### src/dhkv_pkg.sv
`default_nettype none

package dhkv_pkg;

	// table geometry (prime slot count)
	localparam int SLOT_COUNT = 127;
	localparam int SLOT_W     = $clog2(SLOT_COUNT);
	// wide enough for index plus step and for the running remainder shifted by one
	localparam int SUM_W      = $clog2(2 * SLOT_COUNT + 8);

	localparam int KEY_W      = 32;
	localparam int VAL_W      = 64;
	localparam int STATUS_W   = 3;
	localparam int ENTRY_W    = 1 + KEY_W + VAL_W;

	// remainder unit: key bits consumed per cycle
	localparam int DIGITS     = 4;
	localparam int HASH_STEPS = KEY_W / DIGITS;
	localparam int HSTEP_W    = $clog2(HASH_STEPS);

	// secondary hash modulus
	localparam int STEP_MOD   = 7;
	localparam int R7_W       = 4;

	// the key is biased by 2^31 before reduction; these undo the bias
	localparam longint OFF_M  = (64'd1 << (KEY_W - 1)) % SLOT_COUNT;
	localparam longint OFF_7  = (64'd1 << (KEY_W - 1)) % STEP_MOD;

	localparam logic MODE_INSERT = 1'b0;
	localparam logic MODE_SEARCH = 1'b1;

	localparam logic [STATUS_W-1:0] ST_INSERTED = 3'd0;
	localparam logic [STATUS_W-1:0] ST_UPDATED  = 3'd1;
	localparam logic [STATUS_W-1:0] ST_FULL     = 3'd2;
	localparam logic [STATUS_W-1:0] ST_HIT      = 3'd3;
	localparam logic [STATUS_W-1:0] ST_MISS     = 3'd4;

	typedef struct packed {
		logic clear_wr;
		logic load_item;
		logic hash_step;
		logic hash_fix;
		logic probe_issue;
		logic probe_eval;
		logic res_load;
		logic out_load;
	} cmd_t;

	typedef struct packed {
		logic clr_last;
		logic hash_last;
		logic stop;
	} sts_t;

endpackage

`default_nettype wire

### src/dhkv_ctrl.sv
`default_nettype none

module dhkv_ctrl (
	input  wire logic            clk,
	input  wire logic            arst_n,
	input  wire logic            in_valid,
	output logic                 in_ready,
	output logic                 out_valid,
	input  wire logic            out_ready,
	input  wire dhkv_pkg::sts_t  sts,
	output dhkv_pkg::cmd_t       cmd
);

	localparam logic [2:0] S_CLEAR = 3'd0;
	localparam logic [2:0] S_IDLE  = 3'd1;
	localparam logic [2:0] S_HASH  = 3'd2;
	localparam logic [2:0] S_FIX   = 3'd3;
	localparam logic [2:0] S_ISSUE = 3'd4;
	localparam logic [2:0] S_PROBE = 3'd5;
	localparam logic [2:0] S_DONE  = 3'd6;

	logic [2:0] state_q;
	logic [2:0] state_nxt;
	logic       out_valid_q;

	assign in_ready  = (state_q == S_IDLE);
	assign out_valid = out_valid_q;

	always_comb begin
		cmd       = '0;
		state_nxt = state_q;
		unique case (state_q)
			S_CLEAR: begin
				cmd.clear_wr = 1'b1;
				if (sts.clr_last) begin
					state_nxt = S_IDLE;
				end
			end
			S_IDLE: begin
				if (in_valid) begin
					cmd.load_item = 1'b1;
					state_nxt     = S_HASH;
				end
			end
			S_HASH: begin
				cmd.hash_step = 1'b1;
				if (sts.hash_last) begin
					state_nxt = S_FIX;
				end
			end
			S_FIX: begin
				cmd.hash_fix = 1'b1;
				state_nxt    = S_ISSUE;
			end
			S_ISSUE: begin
				cmd.probe_issue = 1'b1;
				state_nxt       = S_PROBE;
			end
			S_PROBE: begin
				cmd.probe_eval = 1'b1;
				if (sts.stop) begin
					cmd.res_load = 1'b1;
					state_nxt    = S_DONE;
				end else begin
					cmd.probe_issue = 1'b1;
				end
			end
			S_DONE: begin
				if (!out_valid_q || out_ready) begin
					cmd.out_load = 1'b1;
					state_nxt    = S_IDLE;
				end
			end
			default: begin
				state_nxt = S_IDLE;
			end
		endcase
	end

	always_ff @(posedge clk or negedge arst_n) begin
		if (!arst_n) begin
			state_q     <= S_CLEAR;
			out_valid_q <= 1'b0;
		end else begin
			state_q <= state_nxt;
			if (cmd.out_load) begin
				out_valid_q <= 1'b1;
			end else if (out_ready) begin
				out_valid_q <= 1'b0;
			end
		end
	end

endmodule

`default_nettype wire

### config.mk
export PLATFORM = sky130hd
export DESIGN_NAME = dhkv_ctrl
export DESIGN_NICKNAME = d
export VERILOG_FILES = /design/src/dhkv_pkg.sv /design/src/dhkv_ctrl.sv
export SDC_FILE = /design/constraint.sdc
export NUM_CORES = 1
export LEC_CHECK = 0
export ABC_CLOCK_PERIOD_IN_PS = 1200
export BUFFER_PORTS_ARGS = -buffer_cell sky130_fd_sc_hd__clkbuf_2
export CAP_MARGIN = 0
export CORE_AREA = 2 2 39 41
export DETAILED_ROUTE_END_ITERATION = 12
export DIE_AREA = 0 0 41 43
export PLACE_DENSITY_LB_ADDON = 0.3
export SLEW_MARGIN = 10
export SYNTH_ARGS = -nofsm -noshare
export SYNTH_HDL_FRONTEND = slang
export SYNTH_SLANG_ARGS = --single-unit
### constraint.sdc
create_clock -name clk -period 1.2 [get_ports clk]
set_input_delay 0.12 -clock clk [delete_from_list [all_inputs] [get_ports clk]]
set_output_delay 0.12 -clock clk [all_outputs]
set_load 0.005 [all_outputs]
==> out/summary.log, run 1 <==
[run_status] run status finished, violations left
[power_and_ir_drop] part of the total power dissipated in the clock network 0.149
[cells_and_area] P&R area growth vs syn 82.6%
[cells_and_area] post-layout utilization of the core 0.362
[worst_setup_path] Data required, critical path 1.08 ns
[floorplanning] placement row count 14
[clock_tree] root buffer cell sky130_fd_sc_hd__clkbuf_4
[logic_synthesis] number of distinct library cells after synthesis 19
[clock_tree] number of clock buffers inserted by TritonCTS 3
[routing] number of iterations in the first detailed-routing pass 4
[logic_synthesis] Synth top area share 0.365
[power_and_ir_drop] highest ir drop seen on vdd 0.000646 V
[logic_synthesis] syn_nets 38
[routing] Detail Route Antenna Nets 0
[cells_and_area] count of antenna diodes in the layout 0
[clock_tree] CTS H-tree lvls 1
[sta] Setup Skew 0.00930 ns
[sta] worst rel slew slack 0.874
[logic_synthesis] top flip-flop cell by instance count after synthesis sky130_fd_sc_hd__dfrtp_1
[logic_synthesis] sequential fraction of the synthesis area 0.365
[worst_setup_path] maximum fanout count along the critical path 8
[global_routing] wire length of the first global-routing pass 1240 um
[sta] timing-limited maximum frequency 779 MHz
[clock_tree] Worst-Skew Late Latency 0.24 ns
[sta] setup_tns -0.458 ns
[power_and_ir_drop] Net Sw Frac 0.375
[logic_synthesis] biggest area consumer among synthesized cells sky130_fd_sc_hd__dfrtp_1
[worst_setup_path] Critical Path Sink Type output pin
[sta] worst slew pin tran 0.189 ns
[sta] crit share post-route 1.07
[routing] initial detailed-routing violation count 8
[power_and_ir_drop] power density over cell area 2380 nW/um^2
[logic_synthesis] Area contributors post-synth sky130_fd_sc_hd__dfrtp_1 37%, sky130_fd_sc_hd__nand2b_1 9.1%, sky130_fd_sc_hd__a21o_1 8.2%
[cells_and_area] total number of nets in the final design 67
[logic_synthesis] synth warn 0
[power_and_ir_drop] Internal 0.745 mW
[power_and_ir_drop] leakage dissipation 0.265 nW
[worst_setup_path] cell chain of the critical path or2b_1 > nor2_1 > buf_2
[worst_hold_path] type of the tightest min-delay check primary input to flop
[floorplanning] starting density of the core 0.198
[sta] Setup Viol. Count Final 8
[logic_synthesis] number of enable-type register cells in the synthesized netlist 0
[clock_tree] worst-case clock buffer depth 2
[global_routing] remaining global-route overflow 0
[placement] Detailed Place HPWL 544 um
[logic_synthesis] synthesized area per cell 8.84 sq um
[clock_tree] clock transition at the registers of the reported paths 0.05 ns
[worst_setup_path] Critical Path AT 1.16 ns
[worst_setup_path] delay of the slowest cell on the worst path 0.47 ns
[sta] final period demand of the worst path 1.28 ns
[global_routing] number of antenna violations at the first check in global routing 0
[power_and_ir_drop] part of the total power dissipated in sequential elements 0.255
[routing] wire length after detailed routing 839 um
[placement] port buffer count 16
[cells_and_area] top library cells by usage in the layout, fill and taps aside 14 x sky130_fd_sc_hd__clkbuf_2, 7 x sky130_fd_sc_hd__buf_4
[flow_run] max-capacitance violation count 0
[clock_tree] TritonCTS clock tree yes
[routing] routed via count divided by cell count 4.42
[worst_setup_path] critical setup path kind flop to output pin
[worst_setup_path] Startpoint Class flop
[sta] Worst Hold Margin 0.186 ns
[global_routing] global router's overall resource usage 0.113
[floorplanning] Horiz. Die Dim 41 um
[cells_and_area] most common library cell in the layout ignoring fill and taps sky130_fd_sc_hd__clkbuf_2
[sta] max-slew violation count 0
[routing] detail-routed net length per standard cell 11.3 um
[global_routing] via count of the first global-routing pass 305
[global_routing] pin count of the biggest net entering global routing 9
[routing] total via count in the routed design 327
[floorplanning] Core Region 1380 sq um
[placement] GPL Wtd Cong 0.618
[cells_and_area] share of cells above drive strength 1 0.621
[floorplanning] chip height 43 um
[floorplanning] floorplan die area 1760 sq um
[run_status] failing checks negative setup slack
[power_and_ir_drop] Psw 0.447 mW
[logic_synthesis] number of standard cells after synthesis 31
[logic_synthesis] post-synthesis async set-or-reset flop share 1.00
[worst_setup_path] slowest CP cell sky130_fd_sc_hd__dfrtp_2
[routing] post-route DRC violation count 0
[clock_tree] # clock sinks 4
[sta] final hold viol count 0
[logic_synthesis] synthesized area 274 sq um
[sta] final worst-path setup slack -0.0829 ns
[floorplanning] number of top-level design ports 17
[power_and_ir_drop] Gate power share 0.596
[sta] RSZ-0062 raised after global routing yes
[logic_synthesis] total of flip-flops plus latches after synthesis 4
cell usage after synthesis (2+ instances only):
library cell	number
sky130_fd_sc_hd__dfrtp_1	4
sky130_fd_sc_hd__nand2b_1	4
sky130_fd_sc_hd__a21o_1	3
sky130_fd_sc_hd__and3_1	2
sky130_fd_sc_hd__nor2_1	2
sky130_fd_sc_hd__nor3_1	2
sky130_fd_sc_hd__o21ai_0	2
path summary, 6_finish.rpt:
path	from	to	slack, ns	cells past startpoint
hold reg to reg	out_valid$_DFFE_PN0P_	out_valid$_DFFE_PN0P_	0.61	2
max in group asynchronous	arst_n	state_q[2]$_DFFE_PN0P_	0.84	2
setup reg to reg	state_q[0]$_DFFE_PN0P_	state_q[0]$_DFFE_PN0P_	-0.02	4
hold / removal	in_valid	state_q[1]$_DFFE_PN0P_	0.19	3
min in group asynchronous	arst_n	state_q[0]$_DFFE_PN0P_	0.21	2
setup / recovery	state_q[0]$_DFFE_PN0P_	cmd[5]	-0.08	3
kinds of logic (layout without fill, tap and decap cells):
logic type / after synthesis / in the layout / share of synthesized area
simple gates: 15 / 15 / 0.338
compound gates: 9 / 9 / 0.228
flops: 4 / 4 / 0.365
buf+inv: 2 / 29 / 0.0319
mux: 1 / 1 / 0.0365
area by class of cell:
cell class                 count  area (sq um)
fill                         138           883
multi-input combinational     25           188
timing repair buffer          25           163
sequential                     4           104
clock buffer                   3          22.5
tap                           16          20.0
inverter                       1          3.75
power by group through the flow:
stage,Sequential (mW),Clock (mW),Combinational [mW]
6_report,0.304,0.177,0.710
3_5_place_dp,0.293,0,0.450
4_1_cts,0.295,0.178,0.702
3_3_place_gp,0.289,0,0.458
5_1_grt,0.316,0.189,0.777
2_1_floorplan,0.248,0,0.307
state kept, by name (all words and copies together), names as in the netlist:
name       count
state_q        3
out_valid      1
stage by stage:
stage               setup slack (ns)  total power [mW]  cell area, sq um  std cells
floorplan                     0.0915             0.555               274         31
finish                       -0.0829              1.19               500         74
CTS                          -0.0792              1.18               498         74
global placement              0.0800             0.747               377         63
global route                  -0.149              1.28               500         74
detailed placement            0.0471             0.743               377         63
timing repair:
action	4_1_cts	5_1_grt
resized for setup	7	3
pin swaps	5	2
hold buffers	1	0
setup buffers	7	0
setup endpoints to repair	8	11
endpoints found under the hold margin	4	0
routing by layer:
layer,up-vias,GRT usage,wire length (um)
met5,-,0,0
met4,0,0.120,19
met3,2,0.0157,63
met2,15,0.163,381
met1,146,0.126,374
li1,164,-,-
critical path: cells and delay by family, from the launching register on:
family / cells / cell delay, ns
simple gates: 2 / 0.34
buf+inv: 1 / 0.12
flops: 1 / 0.47
No activity file was read; power rests on OpenSTA's default activity.
==> run 2: changes to the inputs <==
--- a/config.mk
+++ b/config.mk
@@ -6,7 +6,7 @@
 export NUM_CORES = 1
 export LEC_CHECK = 0
 export ABC_CLOCK_PERIOD_IN_PS = 1200
-export BUFFER_PORTS_ARGS = -buffer_cell sky130_fd_sc_hd__clkbuf_2
+export BUFFER_PORTS_ARGS = -buffer_cell sky130_fd_sc_hd__buf_2
 export CAP_MARGIN = 0
 export CORE_AREA = 2 2 39 41
 export DETAILED_ROUTE_END_ITERATION = 12
==> run 2 against run 1 <==
  * The flow still finishes with violations (negative setup slack)
  * Design area up 7.7%
  * Register-to-register slack worse by 0.04 ns
  * Worst setup slack better by 0.015 ns
  * Total power up 6.0%
  * Sequential share of layout area down 1.5 points
  * Final cell count up 2.7%
  * Flip-flop and latch count unchanged
  * Maximum frequency up 1.2%
  * Die area unchanged
==> out/summary.log, run 2 (synthesis results as in run 1) <==
[cells_and_area] Filler cells 145
[cells_and_area] max reg flops 3
[sta] worst slew pin tran 0.173 ns
[global_routing] remaining global-route overflow 0
[sta] worst rel slew slack 0.883
[routing] initial detailed-routing violation count 2
[worst_setup_path] cell chain of the critical path and3b_1 > and2_4 > buf_6
[placement] Detailed Place HPWL 538 um
[worst_setup_path] worst reg-to-reg path cell count 5
[routing] detail-routed net length per standard cell 10.3 um
[sta] RSZ-0062 raised after global routing yes
[floorplanning] placement row count 14
[global_routing] grt met3 use 0.0471
[worst_hold_path] Hold Path Origin in_valid
[clock_tree] clock transition at the registers of the reported paths 0.04 ns
[sta] max-slew violation count 0
[worst_hold_path] cell count of the worst hold path 3
[clock_tree] Worst-Skew Late Latency 0.23 ns
[worst_setup_path] startpoint of the most critical setup path state_q[1]$_DFFE_PN0P_
[global_routing] number of antenna violations at the first check in global routing 0
[floorplanning] floorplan die area 1760 sq um
[worst_hold_path] type of the tightest min-delay check primary input to flop
[global_routing] wire length of the first global-routing pass 1200 um
[clock_tree] number of clock buffers inserted by TritonCTS 3
[global_routing] most used routing layer met2
[floorplanning] starting density of the core 0.198
[routing] wire length after detailed routing 781 um
[worst_setup_path] Critical Path Sink Type output pin
[cells_and_area] most common library cell in the layout ignoring fill and taps sky130_fd_sc_hd__buf_2
[cells_and_area] total number of nets in the final design 69
[worst_setup_path] Critical Path AT 1.15 ns
[global_routing] global router's overall resource usage 0.107
[clock_tree] CTS H-tree lvls 1
[sta] Worst Hold Margin 0.191 ns
[flow_run] max-capacitance violation count 0
[cells_and_area] top library cells by usage in the layout, fill and taps aside 14 x sky130_fd_sc_hd__buf_2, 7 x sky130_fd_sc_hd__buf_4, 5 x sky130_fd_sc_hd__buf_6
[cells_and_area] count of antenna diodes in the layout 0
[global_routing] met2 global-route usage 0.144
[routing] Detail Route Antenna Nets 0
[global_routing] via count of the first global-routing pass 300
[sta] final worst-path setup slack -0.0681 ns
[global_routing] met1 track utilization from global routing 0.126
[sta] final period demand of the worst path 1.27 ns
[clock_tree] worst-case clock buffer depth 2
[cells_and_area] P&R area growth vs syn 96.8%
[worst_setup_path] critical setup path kind flop to output pin
[sta] Setup Viol. Count Final 7
[floorplanning] Core Region 1380 sq um
[worst_setup_path] Data required, critical path 1.08 ns
[run_status] run status finished, violations left
[worst_setup_path] slowest CP cell sky130_fd_sc_hd__dfrtp_2
[clock_tree] # clock sinks 4
[routing] post-route DRC violation count 0
[cells_and_area] register name with the most flops state_q
[clock_tree] TritonCTS clock tree yes
[power_and_ir_drop] power density over cell area 2340 nW/um^2
[cells_and_area] share of cells above drive strength 1 0.683
[worst_setup_path] delay of the slowest cell on the worst path 0.44 ns
[run_status] failing checks negative setup slack
[sta] Setup Skew 0.00183 ns
[clock_tree] root buffer cell sky130_fd_sc_hd__clkbuf_4
[floorplanning] chip height 43 um
[routing] total via count in the routed design 327
[worst_setup_path] launching point of the worst reg2reg path state_q[0]$_DFFE_PN0P_
[routing] number of iterations in the first detailed-routing pass 3
[worst_setup_path] Startpoint Class flop
[sta] crit share post-route 1.06
[worst_setup_path] maximum fanout count along the critical path 8
[sta] timing-limited maximum frequency 789 MHz
[power_and_ir_drop] highest ir drop seen on vdd 0.000703 V
[placement] GPL Wtd Cong 0.648
[sta] final hold viol count 0
[routing] routed via count divided by cell count 4.30
[power_and_ir_drop] leakage dissipation 0.279 nW
[global_routing] pin count of the biggest net entering global routing 9
[floorplanning] Horiz. Die Dim 41 um
[floorplanning] number of top-level design ports 17
[placement] port buffer count 16
[sta] setup_tns -0.312 ns
-- run 2: repair_timing --
action                                  CTS  global route
resized for setup                        12             5
hold buffers                              1             0
endpoints found under the setup margin    8            11
pin swaps                                 3             4
endpoints found under the hold margin     4             0
setup buffers                             6             3
-- run 2: final cells by class --
cell class / count / area, sq um / share of cell area
clock buffer: 3 / 22.5 / 0.0418
inverter: 1 / 3.75 / 0.00696
multi-input combinational: 25 / 200 / 0.371
sequential: 4 / 104 / 0.193
tap: 16 / 20.0 / 0.0371
timing repair buffer: 27 / 189 / 0.350
-- run 2: metal layers --
layer	wire length, um	share of wire
met5	0	0
met4	0	0
met3	55	0.070
met2	376	0.48
met1	350	0.45
-- run 2: worst paths after layout --
kind | endpoint | slack, ns
min in group asynchronous | state_q[1]$_DFFE_PN0P_ | 0.22
worst min-delay path | state_q[1]$_DFFE_PN0P_ | 0.19
worst min register to register | out_valid$_DFFE_PN0P_ | 0.59
max in group asynchronous | state_q[2]$_DFFE_PN0P_ | 0.84
worst max-delay path | cmd[1] | -0.07
worst max register to register | state_q[0]$_DFFE_PN0P_ | -0.06
-- run 2: per-stage QoR --
step | total power [mW] | utilization | instances | cell area [sq um] | worst slack (ns)
CTS | 1.17 | 0.360 | 73 | 498 | -0.0854
global route | 1.38 | 0.390 | 76 | 539 | -0.155
finish | 1.26 | 0.390 | 76 | 539 | -0.0681
detailed placement | 0.742 | 0.272 | 63 | 377 | 0.0589
floorplan | 0.555 | - | 31 | 274 | 0.0915
global placement | 0.743 | 0.272 | 63 | 377 | 0.0784
-- run 2: power by group --
| part | switching, mW | total [mW] | leakage, nW | internal (mW) |
|---|---|---|---|---|
| combinational | 0.313 | 0.807 | 0.218 | 0.495 |
| clock | 0.0536 | 0.165 | 0.0138 | 0.112 |
| sequential | 0.0880 | 0.290 | 0.0471 | 0.202 |
-- run 2: critical path: cells and delay by family, from the launching register on --
kind / cells / cell delay (ns)
flops: 1 / 0.44
buf+inv: 1 / 0.08
simple gates: 2 / 0.39
